--- config.mk ---
export PLATFORM = sky130hd
export DESIGN_NAME = sbs_blend
export DESIGN_NICKNAME = d
export VERILOG_FILES = /design/src/design/sbs_pkg.sv /design/src/design/sbs_blend.sv
export SDC_FILE = /design/constraint.sdc
export NUM_CORES = 1
export LEC_CHECK = 0
export BUFFER_PORTS_ARGS = -buffer_cell sky130_fd_sc_hd__buf_2
export CORE_MARGIN = 4
export CORE_UTILIZATION = 26
export DETAILED_ROUTE_END_ITERATION = 8
export PLACE_DENSITY = 0.38
export SKIP_CTS_REPAIR_TIMING = 1
export SYNTH_ARGS = -nofsm -noshare
export SYNTH_HDL_FRONTEND = slang
export SYNTH_SLANG_ARGS = --single-unit
--- constraint.sdc ---
create_clock -name clk -period 7.9 [get_ports clk]
set_input_delay 0.395 -clock clk [delete_from_list [all_inputs] [get_ports clk]]
set_output_delay 0.395 -clock clk [all_outputs]
set_load 0.02 [all_outputs]
--- src/design/sbs_pkg.sv ---
// Shared types and constants for the sub-pixel bilinear shift unit.
// No dependencies.
`timescale 1ns / 1ps
`default_nettype none

package sbs_pkg;

  localparam int FRACTION_BITS_DEF = 4;
  localparam int MAX_ROW_BYTES_DEF = 4096;
  localparam int MAX_CHANNELS_DEF  = 4;

  localparam int CFG_DATA_W  = 13;
  localparam int CFG_INDEX_W = 3;
  localparam int FRAC_W      = 4;
  localparam int CHAN_W      = 3;
  localparam int GEOM_W      = 13;

  // Register indexes on the configuration port
  localparam logic [CFG_INDEX_W-1:0] REG_FRAC_X        = 3'd0;
  localparam logic [CFG_INDEX_W-1:0] REG_FRAC_Y        = 3'd1;
  localparam logic [CFG_INDEX_W-1:0] REG_CHANNEL_COUNT = 3'd2;
  localparam logic [CFG_INDEX_W-1:0] REG_ROW_BYTES     = 3'd3;
  localparam logic [CFG_INDEX_W-1:0] REG_ROW_COUNT     = 3'd4;

  // Per-byte control from the position tracker
  typedef struct packed {
    logic emit;
    logic row_last;
    logic frame_last;
  } pos_flags_t;

endpackage

`default_nettype wire

--- src/design/sbs_blend.sv ---
// Channel delay lines, bilinear weights and the four-tap weighted sum.
// Depends on sbs_pkg.
`timescale 1ns / 1ps
`default_nettype none

module sbs_blend #(
  parameter int FRACTION_BITS = sbs_pkg::FRACTION_BITS_DEF,
  parameter int MAX_CHANNELS  = sbs_pkg::MAX_CHANNELS_DEF,
  parameter int CH_W          = (MAX_CHANNELS > 1) ? $clog2(MAX_CHANNELS) : 1
) (
  input  wire                        clk,
  input  wire                        shift,
  input  wire [sbs_pkg::FRAC_W-1:0]  frac_x,
  input  wire [sbs_pkg::FRAC_W-1:0]  frac_y,
  input  wire [CH_W-1:0]             ch_idx,
  input  wire [7:0]                  tap_b,
  input  wire [7:0]                  tap_e,
  output logic [7:0]                 pixel
);

  localparam int FB    = FRACTION_BITS;
  localparam int W_W   = 2 * FB + 1;
  localparam int ACC_W = 8 + 2 * FB;

  logic [7:0]     cur_dly  [MAX_CHANNELS];
  logic [7:0]     prev_dly [MAX_CHANNELS];
  logic [W_W-1:0] w_a, w_b, w_d, w_e;

  logic [FB-1:0]    fx, fy;
  logic [FB:0]      omx, omy;
  logic [7:0]       tap_a, tap_d;
  logic [ACC_W-1:0] acc;

  assign fx  = FB'(frac_x);
  assign fy  = FB'(frac_y);
  assign omx = (FB + 1)'(1 << FB) - (FB + 1)'(fx);
  assign omy = (FB + 1)'(1 << FB) - (FB + 1)'(fy);

  // weights depend on configuration only
  always_ff @(posedge clk) begin
    w_a <= W_W'(omx * omy);
    w_b <= W_W'((FB + 1)'(fx) * omy);
    w_d <= W_W'(omx * (FB + 1)'(fy));
    w_e <= W_W'(fx * fy);
  end

  always_ff @(posedge clk) begin
    if (shift) begin
      cur_dly[0]  <= tap_e;
      prev_dly[0] <= tap_b;
      for (int k = 1; k < MAX_CHANNELS; k++) begin
        cur_dly[k]  <= cur_dly[k-1];
        prev_dly[k] <= prev_dly[k-1];
      end
    end
  end

  assign tap_a = prev_dly[ch_idx];
  assign tap_d = cur_dly[ch_idx];

  always_comb begin
    acc = ACC_W'(tap_a) * ACC_W'(w_a)
        + ACC_W'(tap_b) * ACC_W'(w_b)
        + ACC_W'(tap_d) * ACC_W'(w_d)
        + ACC_W'(tap_e) * ACC_W'(w_e)
        + ACC_W'(1 << (2 * FB - 1));
    pixel = acc[2*FB +: 8];
  end

endmodule

`default_nettype wire

==> flow_summary.toml <==
[setup_path]
timing_worst_setup_path_type = "flop to output port"
slowest_stage = "mux4_2"
critPathArrivalTime_ps = 7440
cp_common_cell = "fa_1"
cp_max_fo = 3
critical_path.max_stage_delay_ps = 570
crit_chain = "mux4_2, and2_4, fa_1, inv_2, fa_1, fa_1, inv_1, fa_1, fa_1, fa_1, fa_1, inv_1, fa_1, inv_2, ha_4, nor4bb_4, buf_4, nand3_4, a31oi_4, buf_6, a21o_1, xor2_1, buf_2"
critPathRequiredTime_ps = 7510
crit_family = "adder cells"
startpoint_type = "flop"
critPathBufInv = 7
critPathCaptureType = "output port"

[routing]
antenna_left = 0
drc = 0
viasPerCell = 4.13
firstDrtPassIters = 5
finalWirelength_mm = 37.2
wire_per_inst_um = 17.3
drt_iter0_markers = 297
vias = 8896

[floorplanning]
die-area_um2 = 59000
initial_core_util_pct = 26.5
fp-row-count = 85
fp.dieH_um = 243
core_area_um2 = 54200
pin_count = 36
die_w_um = 243

[finish]
nFillCells = 5719
synthToLayoutAreaGrowth_pct = 13.0
layout.nets = 1911
post_route_cells_drive_above_1_share_pct = 9.75
fin_cells = 2153

[global_routing]
grt_busiest_layer = "met2"
antenna_found_initial = 2
grt_pass1_vias = 10000
grt_util_met3_pct = 1.16
grt_max_degree = 65
grt_usage_pct = 13.4
met1_usage_pct = 18.2
grt.overflow.total = 0
grt_pass1_wl_mm = 60.5
use_met2_pct = 23.7

[yosys]
synth_edf_count = 64
synth_top_area_cell = "fa_1"
avgSynthCellArea_um2 = 10.5
synth_area_leaders = "fa_1 (36%), ha_1 (15%), edfxtp_1 (13%)"
yosys-top-cells-count = "inv_1 (349), fa_1 (256), and2_1 (227), ha_1 (176), nand2_1 (113)"
ys_async_sr_fraction_pct = 0
synth_ff_type = "edfxtp_1"
synth_top_area_share_pct = 35.7
syn-num-nets = 1822
synth_area_um2 = 14400
synth-seq-cells = 96
netlist_instances = 1362
yosysMostFrequentCell = "inv_1"
ys_warn_count = 0
yosysSeqAreaShare_pct = 17.9
synth.distinct_cells = 28

[placed_design]
port_buffers = 35
hpwlAfterDp_mm = 32.6
globalplace.congestion = 0.796
placed_cells_incl_taps = 2131

[min_path]
hp-class = "input port to flop"

[timing]
rsz0062_at_grt = "yes"
worstMarginPinSlew_ps = 969
skew_ps = 10.5
slew_headroom_pct = 35.3
finalWorstPathRequiredPeriod_ps = 7840
hold_viol = 0
fmax_mhz = 128
period_share_pct = 99.2
slew_viol_final = 0
finalSetupViolCount = 0

[clock_network]
cts_tree = "done"
clk_latency_ps = 380
clk_pin_slew_ps = 80
cts.path.max_buffers = 2
htreeDepth = 3
cts.sinks = 96
cts_buffers = 9
root_buffer = "clkbuf_16"

[run]
drv_cap = 0

[run_status]
run_status = "finished, final reports clean"
-- worst min-delay path, delay by kind of cell --
family	cells	cell delay, ps
AND/OR/NAND/NOR	1	60
buffers and inverters	2	240
-- sequential cells by signal, indices dropped and copies added (netlist names) --
register,cells
w_d,9
prev_dly,32
w_b,8
w_e,7
w_a,8
cur_dly,32
-- layer usage --
layer	part of all wire [%]	routed length (um)	up-vias
li1	-	-	4268
met1	46	17200	4537
met2	51	19100	76
met3	1.6	585	15
met4	0.90	335	0
met5	0	0	-
-- final timing paths --
path                            startpoint                  endpoint  slack [ps]  depth (start not counted)
setup / recovery   cur_dly[2][2]$_DFFE_PP_                  pixel[2]          60                         23
hold / removal                   frac_y[0]            w_d[0]$_DFF_P_         370                          3
setup reg to reg  prev_dly[0][2]$_DFFE_PP_  prev_dly[1][2]$_DFFE_PP_        7120                          1
hold reg to reg   prev_dly[2][7]$_DFFE_PP_  prev_dly[3][7]$_DFFE_PP_         440                          0
-- cell usage in the layout (no fill, tap or decap), types with 8 or more instances in the layout --
| cell type | Yosys | layout |
|---|---|---|
| nand2_1 | 113 | 113 |
| a21oi_1 | 19 | 17 |
| and2_1 | 227 | 223 |
| inv_1 | 349 | 347 |
| dfxtp_1 | 32 | 32 |
| clkbuf_16 | 0 | 9 |
| ha_1 | 176 | 174 |
| edfxtp_1 | 64 | 64 |
| buf_4 | 0 | 57 |
| a21o_1 | 9 | 9 |
| mux4_2 | 11 | 14 |
| xnor2_1 | 45 | 43 |
| nor2_1 | 14 | 13 |
| buf_2 | 1 | 28 |
| fa_1 | 256 | 255 |
| xor2_1 | 9 | 8 |
-- metrics by stage --
stage	cell area [um2]	hold slack (ps)	setup TNS [ps]	setup WS, ps	util [%]
after floorplan	14400	417	0	146	-
after global placement	15700	422	-356	-92.3	29.0
after detailed placement	15700	428	-448	-108	29.0
after CTS	16000	345	-1410	-267	29.6
after global routing	16200	370	-1420	-258	29.9
final	16200	375	0	60.6	29.9
-- cells by family after synthesis --
group	after synthesis	synth area share, %
muxes	16	2.64
adders and majority gates	432	51.1
DFF	96	17.9
buffers and inverters	362	9.53
and+or+nand+nor	362	13.7
AOI/OAI and AO/OA	40	1.92
xor gates and xnor gates	54	3.30
-- final cells by class --
class / count / area [um2] / area share, %
antenna: 1 / 2.50 / 0.0154
timing repair buffer: 91 / 641 / 3.95
clock inverter: 7 / 71.3 / 0.440
tap: 696 / 871 / 5.37
sequential: 96 / 2560 / 15.8
clock buffer: 9 / 225 / 1.39
inverter: 349 / 1310 / 8.08
multi-input combinational: 904 / 10500 / 65.0
Power is left out: the tool's default activity adds up to more than one toggle a clock period on the data nets, which glitch-free logic cannot reach.
