### src/design/sbs_pkg.sv
// Shared types and constants for the sub-pixel bilinear shift unit.
// No dependencies.
`timescale 1ns / 1ps
`default_nettype none

package sbs_pkg;

  localparam int FRACTION_BITS_DEF = 4;
  localparam int MAX_ROW_BYTES_DEF = 4096;
  localparam int MAX_CHANNELS_DEF  = 4;

  localparam int CFG_DATA_W  = 13;
  localparam int CFG_INDEX_W = 3;
  localparam int FRAC_W      = 4;
  localparam int CHAN_W      = 3;
  localparam int GEOM_W      = 13;

  // Register indexes on the configuration port
  localparam logic [CFG_INDEX_W-1:0] REG_FRAC_X        = 3'd0;
  localparam logic [CFG_INDEX_W-1:0] REG_FRAC_Y        = 3'd1;
  localparam logic [CFG_INDEX_W-1:0] REG_CHANNEL_COUNT = 3'd2;
  localparam logic [CFG_INDEX_W-1:0] REG_ROW_BYTES     = 3'd3;
  localparam logic [CFG_INDEX_W-1:0] REG_ROW_COUNT     = 3'd4;

  // Per-byte control from the position tracker
  typedef struct packed {
    logic emit;
    logic row_last;
    logic frame_last;
  } pos_flags_t;

endpackage

`default_nettype wire

### src/design/sbs_pos_ctrl.sv
// Column/row tracker: clamps geometry, gives line store address and per-byte flags.
// Depends on sbs_pkg.
`timescale 1ns / 1ps
`default_nettype none

module sbs_pos_ctrl #(
  parameter int MAX_ROW_BYTES = sbs_pkg::MAX_ROW_BYTES_DEF,
  parameter int ADDR_W        = $clog2(MAX_ROW_BYTES)
) (
  input  wire                           clk,
  input  wire                           rst,
  input  wire                           step,
  input  wire [3:0]                     channels,
  input  wire [sbs_pkg::GEOM_W-1:0]     row_bytes,
  input  wire [sbs_pkg::GEOM_W-1:0]     row_count,
  output logic [ADDR_W-1:0]             addr,
  output sbs_pkg::pos_flags_t           flags
);

  localparam int RB_W  = $clog2(MAX_ROW_BYTES + 1);
  localparam int CMP_W = (RB_W > sbs_pkg::GEOM_W) ? RB_W : sbs_pkg::GEOM_W;

  logic [ADDR_W-1:0]          col;
  logic [sbs_pkg::GEOM_W-1:0] row;

  logic [CMP_W-1:0]           rb_raw;
  logic [CMP_W-1:0]           rb;
  logic [CMP_W-1:0]           c_ext;
  logic [sbs_pkg::GEOM_W-1:0] rc;
  logic [sbs_pkg::GEOM_W-1:0] r;
  logic                       last_col;
  logic                       last_frame;

  always_comb begin
    rb_raw = CMP_W'(row_bytes);
    if (rb_raw == '0) begin
      rb = CMP_W'(1);
    end else if (rb_raw > CMP_W'(MAX_ROW_BYTES)) begin
      rb = CMP_W'(MAX_ROW_BYTES);
    end else begin
      rb = rb_raw;
    end
    // saturate to the last column if geometry shrank
    c_ext = (CMP_W'(col) < rb) ? CMP_W'(col) : rb - CMP_W'(1);
    addr  = c_ext[ADDR_W-1:0];

    rc = (row_count == '0) ? sbs_pkg::GEOM_W'(1) : row_count;
    r  = (row < rc) ? row : rc;

    last_col   = (c_ext == rb - CMP_W'(1));
    last_frame = last_col && (r == rc);

    flags.emit       = (r != '0) && (c_ext >= CMP_W'(channels));
    flags.row_last   = last_col;
    flags.frame_last = last_frame;
  end

  always_ff @(posedge clk) begin
    if (rst) begin
      col <= '0;
      row <= '0;
    end else if (step) begin
      if (last_col) begin
        col <= '0;
        row <= last_frame ? '0 : r + sbs_pkg::GEOM_W'(1);
      end else begin
        col <= addr + ADDR_W'(1);
        row <= r;
      end
    end
  end

endmodule

`default_nettype wire

### config.mk
export PLATFORM = sky130hd
export DESIGN_NAME = sbs_pos_ctrl
export DESIGN_NICKNAME = d
export VERILOG_FILES = /design/src/design/sbs_pkg.sv /design/src/design/sbs_pos_ctrl.sv
export SDC_FILE = /design/constraint.sdc
export NUM_CORES = 1
export LEC_CHECK = 0
export BUFFER_PORTS_ARGS = -buffer_cell sky130_fd_sc_hd__buf_2
export CELL_PAD_IN_SITES_DETAIL_PLACEMENT = 0
export CELL_PAD_IN_SITES_GLOBAL_PLACEMENT = 2
export CORE_AREA = 2 2 115 117
export DETAILED_ROUTE_END_ITERATION = 12
export DIE_AREA = 0 0 117 119
export GPL_TIMING_DRIVEN = 0
export PLACE_DENSITY_LB_ADDON = 0.1
export SYNTH_ARGS = -nofsm -noshare
export SYNTH_HDL_FRONTEND = slang
export SYNTH_SLANG_ARGS = --single-unit
### constraint.sdc
create_clock -name clk -period 7.4 [get_ports clk]
set_input_delay 0.74 -clock clk [delete_from_list [all_inputs] [get_ports clk]]
set_output_delay 0.74 -clock clk [all_outputs]
set_load 0.01 [all_outputs]
==> results of run 1 <==
-- cell usage in the layout (no fill, tap or decap), types with 4 or more instances in the layout --
| cell | instances |
|---|---|
| inv_1 | 44 |
| ha_1 | 31 |
| o211ai_1 | 6 |
| mux2i_1 | 20 |
| xor2_1 | 16 |
| nand3_1 | 24 |
| nand2b_1 | 17 |
| buf_2 | 48 |
| a21o_1 | 8 |
| dfxtp_1 | 25 |
| nor4_1 | 10 |
| or3_1 | 4 |
| a21oi_1 | 32 |
| a41oi_1 | 5 |
| xnor2_1 | 18 |
| nor3_1 | 15 |
| a211o_1 | 4 |
| nand4_1 | 15 |
| o22ai_1 | 4 |
| o21ai_0 | 29 |
| a211oi_1 | 4 |
| mux2_2 | 6 |
| nor2_1 | 26 |
| nand2_1 | 53 |
| nor2b_1 | 6 |
| o31a_1 | 6 |
| clkbuf_1 | 19 |
-- cells by family (layout without fill, tap and decap cells) --
logic type,Yosys count,count (layout),synth area share (%)
mux,26,26,7.49
buf+inv,74,120,8.40
xor+xnor,34,34,8.33
simple gates,191,191,27.6
compound gates,124,124,23.3
fa+ha+maj,31,31,10.8
flops,25,25,14.0
-- path summary, 6_finish.rpt --
kind	start	end	slack, ns	cells after the start
min	row[11]$_SDFFE_PP0P_	row[11]$_SDFFE_PP0P_	0.55	2
max reg2reg	row[10]$_SDFFE_PP0P_	row[10]$_SDFFE_PP0P_	3.19	13
max	row_bytes[12]	flags[2]	0.77	22
min reg2reg	row[11]$_SDFFE_PP0P_	row[11]$_SDFFE_PP0P_	0.55	2
-- metal layers --
layer  track usage, %  vias up
met5                0        -
met4             2.65        0
met3             2.29        6
met2             27.0       89
met1             32.4     1815
li1                 -     1927
-- area by class of cell --
class | instances | share of cell area (%)
Buffer | 29 | 3.21
Timing Repair Buffer | 42 | 5.14
Multi-Input combinational cell | 406 | 67.8
Clock inverter | 1 | 0.214
Clock buffer | 3 | 1.84
Inverter | 45 | 4.13
Tap cell | 176 | 5.38
Sequential cell | 25 | 12.2
-- through the flow --
stage / area, sq um / utilization (%) / hold slack, ns
2_1_floorplan: 3580 / - / 0.479
3_3_place_gp: 4010 / 31.1 / 0.538
3_5_place_dp: 4010 / 31.1 / 0.541
4_1_cts: 4090 / 31.8 / 0.553
5_1_grt: 4090 / 31.8 / 0.582
6_report: 4090 / 31.8 / 0.555
-- power groups by stage --
stage | logic (mW) | clock network (mW) | registers, mW
global route | 0.172 | 0.138 | 0.145
finish | 0.153 | 0.131 | 0.144
global placement | 0.153 | 0 | 0.147
floorplan | 0.0991 | 0 | 0.144
CTS | 0.154 | 0.137 | 0.144
detailed placement | 0.153 | 0 | 0.147
-- sequential cells by signal, summed over array words and instances, names as in the netlist --
name,count
col,12
row,13
-- worst min-delay path: cells and delay by family, from the launching register on --
kind	cells	cell delay, ns
DFF	1	0.37
and+or+nand+nor	1	0.07
AOI/OAI and AO/OA	1	0.06
==> impl_metrics.py, run 1 <==
metrics = {
    "timing": {
        "hold_viol_final": 0,
        "post-route-period-util_pct": 89.5,
        "period_needed_ns": 6.63,
        "slew_viol_final": 0,
        "maxSlewHeadroom_pct": 40.9,
        "max_freq_mhz": 151,
        "tns_ns": 0,
        "setup_viol": 0,
        "skew_ns": 0.0102,
        "tightest_slew_ns": 0.878,
        "rsz0062_at_grt": "false",
        "setup_ws_ns": 0.774,
    },
    "cts": {
        "cts_hold_buf": 0,
        "cts_tree": "built",
        "root_buffer": "clkbuf_16",
        "postCtsSetupRepairBufs": 0,
        "htree_levels": 1,
        "clk_transition_reported_paths_ns": 0.07,
        "cts_sinks": 25,
        "numCtsBuffers": 3,
        "insertion_delay_ns": 0.27,
        "cts_resized": 0,
        "cts_buffer_depth": 2,
    },
    "setup_path": {
        "arrival_ns": 5.89,
        "crit_fanout": 10,
        "crit_buf_inv": 7,
        "cpMaxStageDelayCell": "a32oi_1",
        "path_cells": "buf_2 > clkbuf_1 > inv_1 > clkbuf_1 > nand2_1 > ha_1 > a21o_1 > a21oi_1 > o211ai_1 > a32oi_1 > buf_2 > buf_2 > mux2i_1 > ha_1 > nand2b_1 > a21o_1 > a21o_1 > a21oi_1 > o211ai_1 > nor3_1 > a41oi_1 > buf_2",
        "max_stage_delay_ns": 0.47,
        "critPathMostFrequentCell": "buf_2",
        "worstSetupStartpointType": "input port",
        "worst-setup-path-type": "in2out",
        "critPathTopFamily": "buffers and inverters",
        "critPathCaptureType": "output pin",
        "required_ns": 6.66,
    },
    "power": {
        "p_leak_nw": 1.79,
        "switching_share_pct": 36.8,
        "irDropWorstVdd_v": 0.0000860,
        "p_sw_mw": 0.158,
        "p_int_mw": 0.271,
        "clockPowerShare_pct": 30.6,
        "power_mw": 0.429,
        "power_density_nw_per_um2": 105,
        "power_frac_seq_pct": 33.6,
        "pwr-share-comb_pct": 35.8,
    },
    "floorplanning": {
        "start_util_pct": 27.8,
        "rows": 42,
        "die_area_sq_um": 13900,
        "die_h_um": 119,
        "core_sq_um": 12900,
        "die_w_um": 117,
        "io_pins": 48,
    },
    "placement": {
        "io_buffers": 42,
        "placed_cells": 723,
        "place_congestion": 0.859,
        "dpl.hpwl_um": 10600,
        "pre_cts_ws_ns": 0.735,
    },
    "route": {
        "vias_per_cell": 5.28,
        "wl_met2_um": 5430,
        "wl_met3_um": 605,
        "avgRoutedWirePerCell_um": 18.5,
        "route.detailed.drc": 0,
        "first_iter_violations": 348,
        "wl_um": 13500,
        "first_pass_iters": 7,
        "met1Wirelength_um": 7320,
        "maxUsedRoutingLayer": "met4",
        "vias": 3837,
        "ant_nets": 0,
    },
    "yosys": {
        "synthArstFlopShare_pct": 0,
        "synthCells": 505,
        "yosys.area.top_type_share_pct": 14.0,
        "ys_types": 60,
        "synth_area_sq_um": 3580,
        "synth.avg_cell_area_sq_um": 7.08,
        "syn-num-nets": 569,
        "synth_edf_count": 0,
        "yosysMostFrequentCell": "nand2_1",
        "synth.area.top_cells": "dfxtp_1 (14%), ha_1 (11%), mux2i_1 (5.6%)",
        "synth_warnings": 0,
        "ys_seq_area_share_pct": 14.0,
        "synthFlopType": "dfxtp_1",
        "synth_seq_cells": 25,
        "synthTopCellsByCount": "nand2_1 (53), inv_1 (44), a21oi_1 (32)",
        "yosysTopAreaCell": "dfxtp_1",
    },
    "min_path": {
        "hp-class": "reg2reg",
    },
    "cells_and_area": {
        "area_growth_pct": 14.4,
        "nFillCells": 1481,
        "seqCellArea_sq_um": 500,
        "drive_gt1_share_pct": 12.2,
        "n_antenna_cell": 0,
        "multiInputGateArea_sq_um": 2780,
        "fin_cells": 727,
        "fin_nets": 616,
    },
    "global_routing": {
        "grt_pass1_vias": 3693,
        "grtUsageTotal_pct": 19.6,
        "grt_max_degree": 17,
        "grt_antenna_before_repair": 0,
        "grt_pass1_wl_um": 21300,
        "grt_remaining_overflow": 0,
    },
    "status": {
        "status": "completed",
    },
    "flow_run": {
        "cap_violations": 0,
    },
}
No activity file was read; power rests on OpenSTA's default activity.
==> run 2: changes to the inputs <==
--- a/config.mk
+++ b/config.mk
@@ -5,12 +5,14 @@
 export SDC_FILE = /design/constraint.sdc
 export NUM_CORES = 1
 export LEC_CHECK = 0
+export ABC_AREA = 1
 export BUFFER_PORTS_ARGS = -buffer_cell sky130_fd_sc_hd__buf_2
 export CELL_PAD_IN_SITES_DETAIL_PLACEMENT = 0
 export CELL_PAD_IN_SITES_GLOBAL_PLACEMENT = 2
-export CORE_AREA = 2 2 115 117
+export CORE_AREA = 2 2 122 124
 export DETAILED_ROUTE_END_ITERATION = 12
-export DIE_AREA = 0 0 117 119
+export DIE_AREA = 0 0 124 126
+export GPL_ROUTABILITY_DRIVEN = 0
 export GPL_TIMING_DRIVEN = 0
 export PLACE_DENSITY_LB_ADDON = 0.1
 export SYNTH_ARGS = -nofsm -noshare
==> run 2 against run 1 <==
Fmax increased by 10%. Register-to-register slack improved by 0.85 ns. Clock power about the same. Routed wire length increased by 4.8%. Clock skew decreased by 0.0078 ns. Worst hold slack got worse by 0.054 ns. Via count increased by 25%. Count of clock-buffer cells in the layout unchanged. Largest power group unchanged.
==> impl_metrics.py, run 2 <==
metrics = {
    "timing": {
        "skew_ns": 0.00243,
        "slew_viol_final": 0,
        "post-route-period-util_pct": 81.3,
        "tightest_slew_ns": 0.760,
        "period_needed_ns": 6.02,
        "whs_ns": 0.501,
        "hold_viol_final": 0,
        "max_freq_mhz": 166,
        "maxSlewHeadroom_pct": 48.7,
        "tns_ns": 0,
        "rsz0062_at_grt": "false",
        "setup_viol": 0,
    },
    "yosys": {
        "yosysTopAreaCell": "nand2_1",
        "synth.area.top_cells": "nand2_1 (25%), dfxtp_1 (12%), ha_1 (9.5%)",
        "syn-num-nets": 804,
        "synth_edf_count": 0,
        "synth_area_sq_um": 4070,
        "ys_seq_area_share_pct": 12.3,
        "synthTopCellsByCount": "nand2_1 (267), inv_1 (96), nand3_1 (73)",
        "ys_types": 36,
        "yosysMostFrequentCell": "nand2_1",
        "synthCells": 740,
        "synthFlopType": "dfxtp_1",
        "synth_seq_cells": 25,
        "synth_warnings": 0,
        "yosys.area.top_type_share_pct": 24.7,
        "synth.avg_cell_area_sq_um": 5.49,
        "synthArstFlopShare_pct": 0,
    },
    "power": {
        "p_leak_nw": 2.40,
        "switching_share_pct": 38.8,
        "irDropWorstVdd_v": 0.0000634,
        "power_frac_seq_pct": 32.6,
        "p_int_mw": 0.261,
        "clockPowerShare_pct": 31.3,
        "p_sw_mw": 0.165,
        "power_density_nw_per_um2": 92.7,
        "power_mw": 0.426,
        "pwr-share-comb_pct": 36.1,
    },
    "global_routing": {
        "grt_remaining_overflow": 0,
        "grt_max_degree": 15,
        "grt_pass1_vias": 4154,
        "grt_antenna_before_repair": 0,
        "grt_pass1_wl_um": 22600,
        "grtUsageTotal_pct": 18.6,
    },
    "route": {
        "first_pass_iters": 5,
        "avgRoutedWirePerCell_um": 14.5,
        "vias_per_cell": 4.94,
        "route.detailed.drc": 0,
        "vias": 4798,
        "first_iter_violations": 368,
        "ant_nets": 0,
        "wl_um": 14100,
    },
    "placement": {
        "io_buffers": 44,
        "dpl.hpwl_um": 11900,
    },
    "setup_path": {
        "required_ns": 6.66,
        "worstSetupStartpointType": "input port",
        "critPathLaunch": "row_bytes[3]",
        "reg2reg_setup_slack_ns": 4.04,
        "reg2reg_depth": 17,
        "crit_fanout": 10,
        "critPathCaptureType": "output pin",
        "arrival_ns": 5.28,
        "worst-setup-path-type": "in2out",
        "regToRegStartpoint": "col[10]$_SDFFE_PP0P_",
    },
    "floorplanning": {
        "die_w_um": 124,
        "die_h_um": 126,
        "die_area_sq_um": 15600,
        "core_sq_um": 14300,
        "start_util_pct": 28.4,
        "rows": 44,
        "io_pins": 48,
    },
    "cells_and_area": {
        "regMostFlops": "row",
        "n_antenna_cell": 0,
        "largestRegisters": "row: 13 flops, col: 12 flops",
        "area_growth_pct": 13.1,
        "final_common_cell": "nand2_1",
        "layout_common_cells": "nand2_1 (267), inv_1 (96), nand3_1 (73)",
        "drive_gt1_share_pct": 13.2,
        "fin_nets": 853,
        "final_util_pct": 32.1,
        "largest_register_ffs": 13,
    },
    "cts": {
        "postCtsSetupRepairBufs": 0,
        "insertion_delay_ns": 0.27,
        "clk_transition_reported_paths_ns": 0.07,
        "cts_hold_buf": 0,
        "cts_buffer_depth": 2,
        "cts_resized": 0,
        "htree_levels": 1,
        "cts_tree": "built",
        "cts_sinks": 25,
        "root_buffer": "clkbuf_16",
        "numCtsBuffers": 3,
    },
    "min_path": {
        "hp-class": "reg2reg",
        "hold_depth": 2,
        "hold_start": "row[5]$_SDFFE_PP0P_",
    },
    "flow_run": {
        "cap_violations": 0,
    },
    "status": {
        "status": "completed",
    },
}
-- run 2: logic make-up after synthesis --
group / after synthesis / share of synthesized area (%)
xor gates and xnor gates: 9 / 1.94
and+or+nand+nor: 470 / 50.7
buffers and inverters: 124 / 12.9
AOI/OAI and AO/OA: 81 / 12.6
adders and majority gates: 31 / 9.54
DFF: 25 / 12.3
-- run 2: final timing paths --
| check | endpoint |
|---|---|
| max | flags[2] |
| max reg2reg | col[8]$_SDFFE_PP0P_ |
| min | row[5]$_SDFFE_PP0P_ |
| min reg2reg | row[5]$_SDFFE_PP0P_ |
-- run 2: power groups by stage --
stage                     Clock, mW  Combinational (mW)  Sequential [mW]
after floorplan                   0               0.103            0.141
after global placement            0               0.152            0.142
after detailed placement          0               0.153            0.142
after CTS                     0.135               0.154            0.139
after global routing          0.141               0.175            0.139
final                         0.133               0.154            0.139
-- run 2: metrics by stage --
| stage | setup slack [ns] | cell area [sq um] | std cells |
|---|---|---|---|
| 3_5_place_dp | 1.46 | 4520 | 968 |
| 6_report | 1.38 | 4600 | 972 |
| 4_1_cts | 1.45 | 4600 | 972 |
| 5_1_grt | 0.905 | 4600 | 972 |
| 3_3_place_gp | 1.48 | 4520 | 968 |
| 2_1_floorplan | 2.61 | 4070 | 740 |
-- run 2: routing by layer --
metal | track usage, % | vias up | wire [um]
met3 | 2.31 | 6 | 661
li1 | - | 2490 | -
met2 | 24.1 | 116 | 5300
met1 | 32.3 | 2186 | 8070
met5 | 0 | - | 0
met4 | 1.65 | 0 | 64
-- run 2: worst max-delay path, stage by stage --
cell and delay (ns):
buf_2 0.14, nor2_1 0.11, nand2_1 0.09, nor2_2 0.17, nand2_2 0.08, nand2_4 0.10
buf_2 0.21, nand2_1 0.14, ha_1 0.32, a21oi_1 0.07, o21ai_0 0.18, nand2_1 0.07
o21ai_0 0.16, clkinv_1 0.35, nand2_4 0.26, buf_6 0.19, nand2_1 0.08, o21ai_2 0.13
ha_1 0.29, inv_1 0.05, a21boi_0 0.06, o21ai_0 0.16, nand2_1 0.07, a21oi_1 0.16
nand4_1 0.11, nor4_1 0.42, a31oi_1 0.17, buf_2 0.18
-- run 2: layout make-up --
type,instances,area [sq um]
Buffer,25,154
Fill cell,1667,9720
Timing Repair Buffer,44,220
Clock buffer,3,75.1
Sequential cell,25,500
Tap cell,184,230
Inverter,99,372
Clock inverter,1,5.00
Multi-Input combinational cell,591,3040
==> run 3: changes to the inputs <==
--- a/config.mk
+++ b/config.mk
@@ -9,9 +9,9 @@
 export BUFFER_PORTS_ARGS = -buffer_cell sky130_fd_sc_hd__buf_2
 export CELL_PAD_IN_SITES_DETAIL_PLACEMENT = 0
 export CELL_PAD_IN_SITES_GLOBAL_PLACEMENT = 2
-export CORE_AREA = 2 2 122 124
+export CORE_AREA = 2 2 124 126
 export DETAILED_ROUTE_END_ITERATION = 12
-export DIE_AREA = 0 0 124 126
+export DIE_AREA = 0 0 126 128
 export GPL_ROUTABILITY_DRIVEN = 0
 export GPL_TIMING_DRIVEN = 0
 export PLACE_DENSITY_LB_ADDON = 0.1
==> constraint.sdc (replaced) <==
create_clock -name clk -period 5.3 [get_ports clk]
set_input_delay 0.53 -clock clk [delete_from_list [all_inputs] [get_ports clk]]
set_output_delay 0.53 -clock clk [all_outputs]
set_load 0.01 [all_outputs]
==> run 3 against run 2 <==
Sequential power rose by 40%. Combinational power rose by 44%. Utilization fell by 0.63 points. Register-to-register slack got worse by 2.1 ns. Highest routed layer unchanged.
==> impl_metrics.py, run 3 (same netlist as run 2, synthesis figures left out) <==
metrics = {
    "cells_and_area": {
        "largest_register_ffs": 13,
        "nFillCells": 1755,
        "layout_common_cells": "nand2_1 (267), inv_1 (96), nand3_1 (73)",
        "largestRegisters": "row: 13 flops, col: 12 flops",
        "multiInputGateArea_sq_um": 3090,
        "final_util_pct": 31.5,
        "area_growth_pct": 15.1,
        "fin_nets": 857,
        "n_antenna_cell": 0,
        "fin_area_sq_um": 4680,
        "fin_cells": 980,
        "regMostFlops": "row",
        "drive_gt1_share_pct": 14.3,
        "final_common_cell": "nand2_1",
        "seqCellArea_sq_um": 500,
    },
    "route": {
        "first_iter_violations": 301,
        "route.detailed.drc": 0,
        "vias": 4810,
        "first_pass_iters": 5,
        "ant_nets": 0,
        "wl_um": 14200,
        "avgRoutedWirePerCell_um": 14.5,
        "vias_per_cell": 4.91,
    },
    "timing": {
        "slew_viol_final": 0,
        "period_needed_ns": 4.94,
        "post-route-period-util_pct": 93.3,
        "skew_ns": 0.00378,
        "tns_ns": 0,
        "setup_ws_ns": 0.355,
        "whs_ns": 0.496,
        "max_freq_mhz": 202,
        "tightest_slew_ns": 0.806,
        "setup_viol": 0,
        "hold_viol_final": 0,
        "maxSlewHeadroom_pct": 45.5,
    },
    "floorplanning": {
        "start_util_pct": 27.3,
        "rows": 45,
        "die_area_sq_um": 16100,
        "io_pins": 48,
        "core_sq_um": 14900,
        "die_w_um": 126,
        "die_h_um": 128,
    },
    "global_routing": {
        "met2_usage_pct": 24.4,
        "gr-max-usage-layer": "met1",
        "grt_antenna_before_repair": 0,
        "grt_pass1_vias": 4178,
        "grt_remaining_overflow": 0,
        "use_met1_pct": 29.6,
        "grtUsageTotal_pct": 17.7,
        "use_met3_pct": 2.38,
        "grt_max_degree": 14,
        "grt_pass1_wl_um": 23000,
    },
    "setup_path": {
        "arrival_ns": 4.41,
        "crit_fanout": 17,
        "critPathCaptureType": "output pin",
        "max_stage_delay_ns": 0.30,
        "worst-setup-path-type": "in2out",
        "critPathMostFrequentCell": "nand2_1",
        "cpMaxStageDelayCell": "ha_1",
        "worstSetupStartpointType": "input port",
        "required_ns": 4.77,
    },
    "placement": {
        "dpl.hpwl_um": 12000,
        "placed_cells": 972,
        "io_buffers": 44,
        "pre_cts_ws_ns": -0.278,
        "placed_area_sq_um": 4520,
    },
    "status": {
        "status": "completed",
    },
    "power": {
        "power_mw": 0.597,
        "irDropWorstVdd_v": 0.000108,
        "p_leak_nw": 2.42,
        "power_density_nw_per_um2": 128,
    },
    "cts": {
        "cts_sinks": 25,
        "cts_tree": "built",
        "insertion_delay_ns": 0.27,
        "numCtsBuffers": 3,
        "cts_buffer_depth": 2,
        "htree_levels": 1,
        "clk_transition_reported_paths_ns": 0.07,
        "root_buffer": "clkbuf_16",
    },
    "flow_run": {
        "cap_violations": 0,
    },
    "min_path": {
        "hp-class": "reg2reg",
    },
}
-- run 3: final cells by class --
class | instances | share of cell area [%]
Buffer | 24 | 3.10
Clock buffer | 4 | 1.68
Timing Repair Buffer | 49 | 5.51
Tap cell | 188 | 5.03
Sequential cell | 25 | 10.7
Multi-Input combinational cell | 591 | 66.0
Inverter | 99 | 7.97
-- run 3: critical path, delay by kind of cell --
family | cells | cell delay (ns)
simple gates | 14 | 1.85
buf+inv | 4 | 0.56
fa+ha+maj | 2 | 0.58
compound gates | 7 | 0.90
-- run 3: power by group --
part | internal [mW] | switching, mW
registers | 0.190 | 0.00384
logic | 0.0753 | 0.146
clock network | 0.103 | 0.0786
total | 0.369 | 0.228
-- run 3: final timing paths --
check	slack, ns	from	cells past startpoint	endpoint
worst max-delay path	0.36	row_bytes[3]	27	flags[2]
worst min-delay path	0.50	row[3]$_SDFFE_PP0P_	2	row[3]$_SDFFE_PP0P_
worst max register to register	1.95	row[12]$_SDFFE_PP0P_	16	row[9]$_SDFFE_PP0P_
worst min register to register	0.50	row[3]$_SDFFE_PP0P_	2	row[3]$_SDFFE_PP0P_
-- run 3: repair_timing --
action	in CTS	in global routing
setup endpoints to repair	1	1
hold buffers	0	0
pin swaps	0	2
setup buffers	1	4
resized for setup	2	11
cloned	0	0
-- run 3: layer usage --
metal	part of all wire (%)	wire, um
met5	0	0
met1	56	7990
met4	0.30	42
met2	39	5490
met3	4.8	684
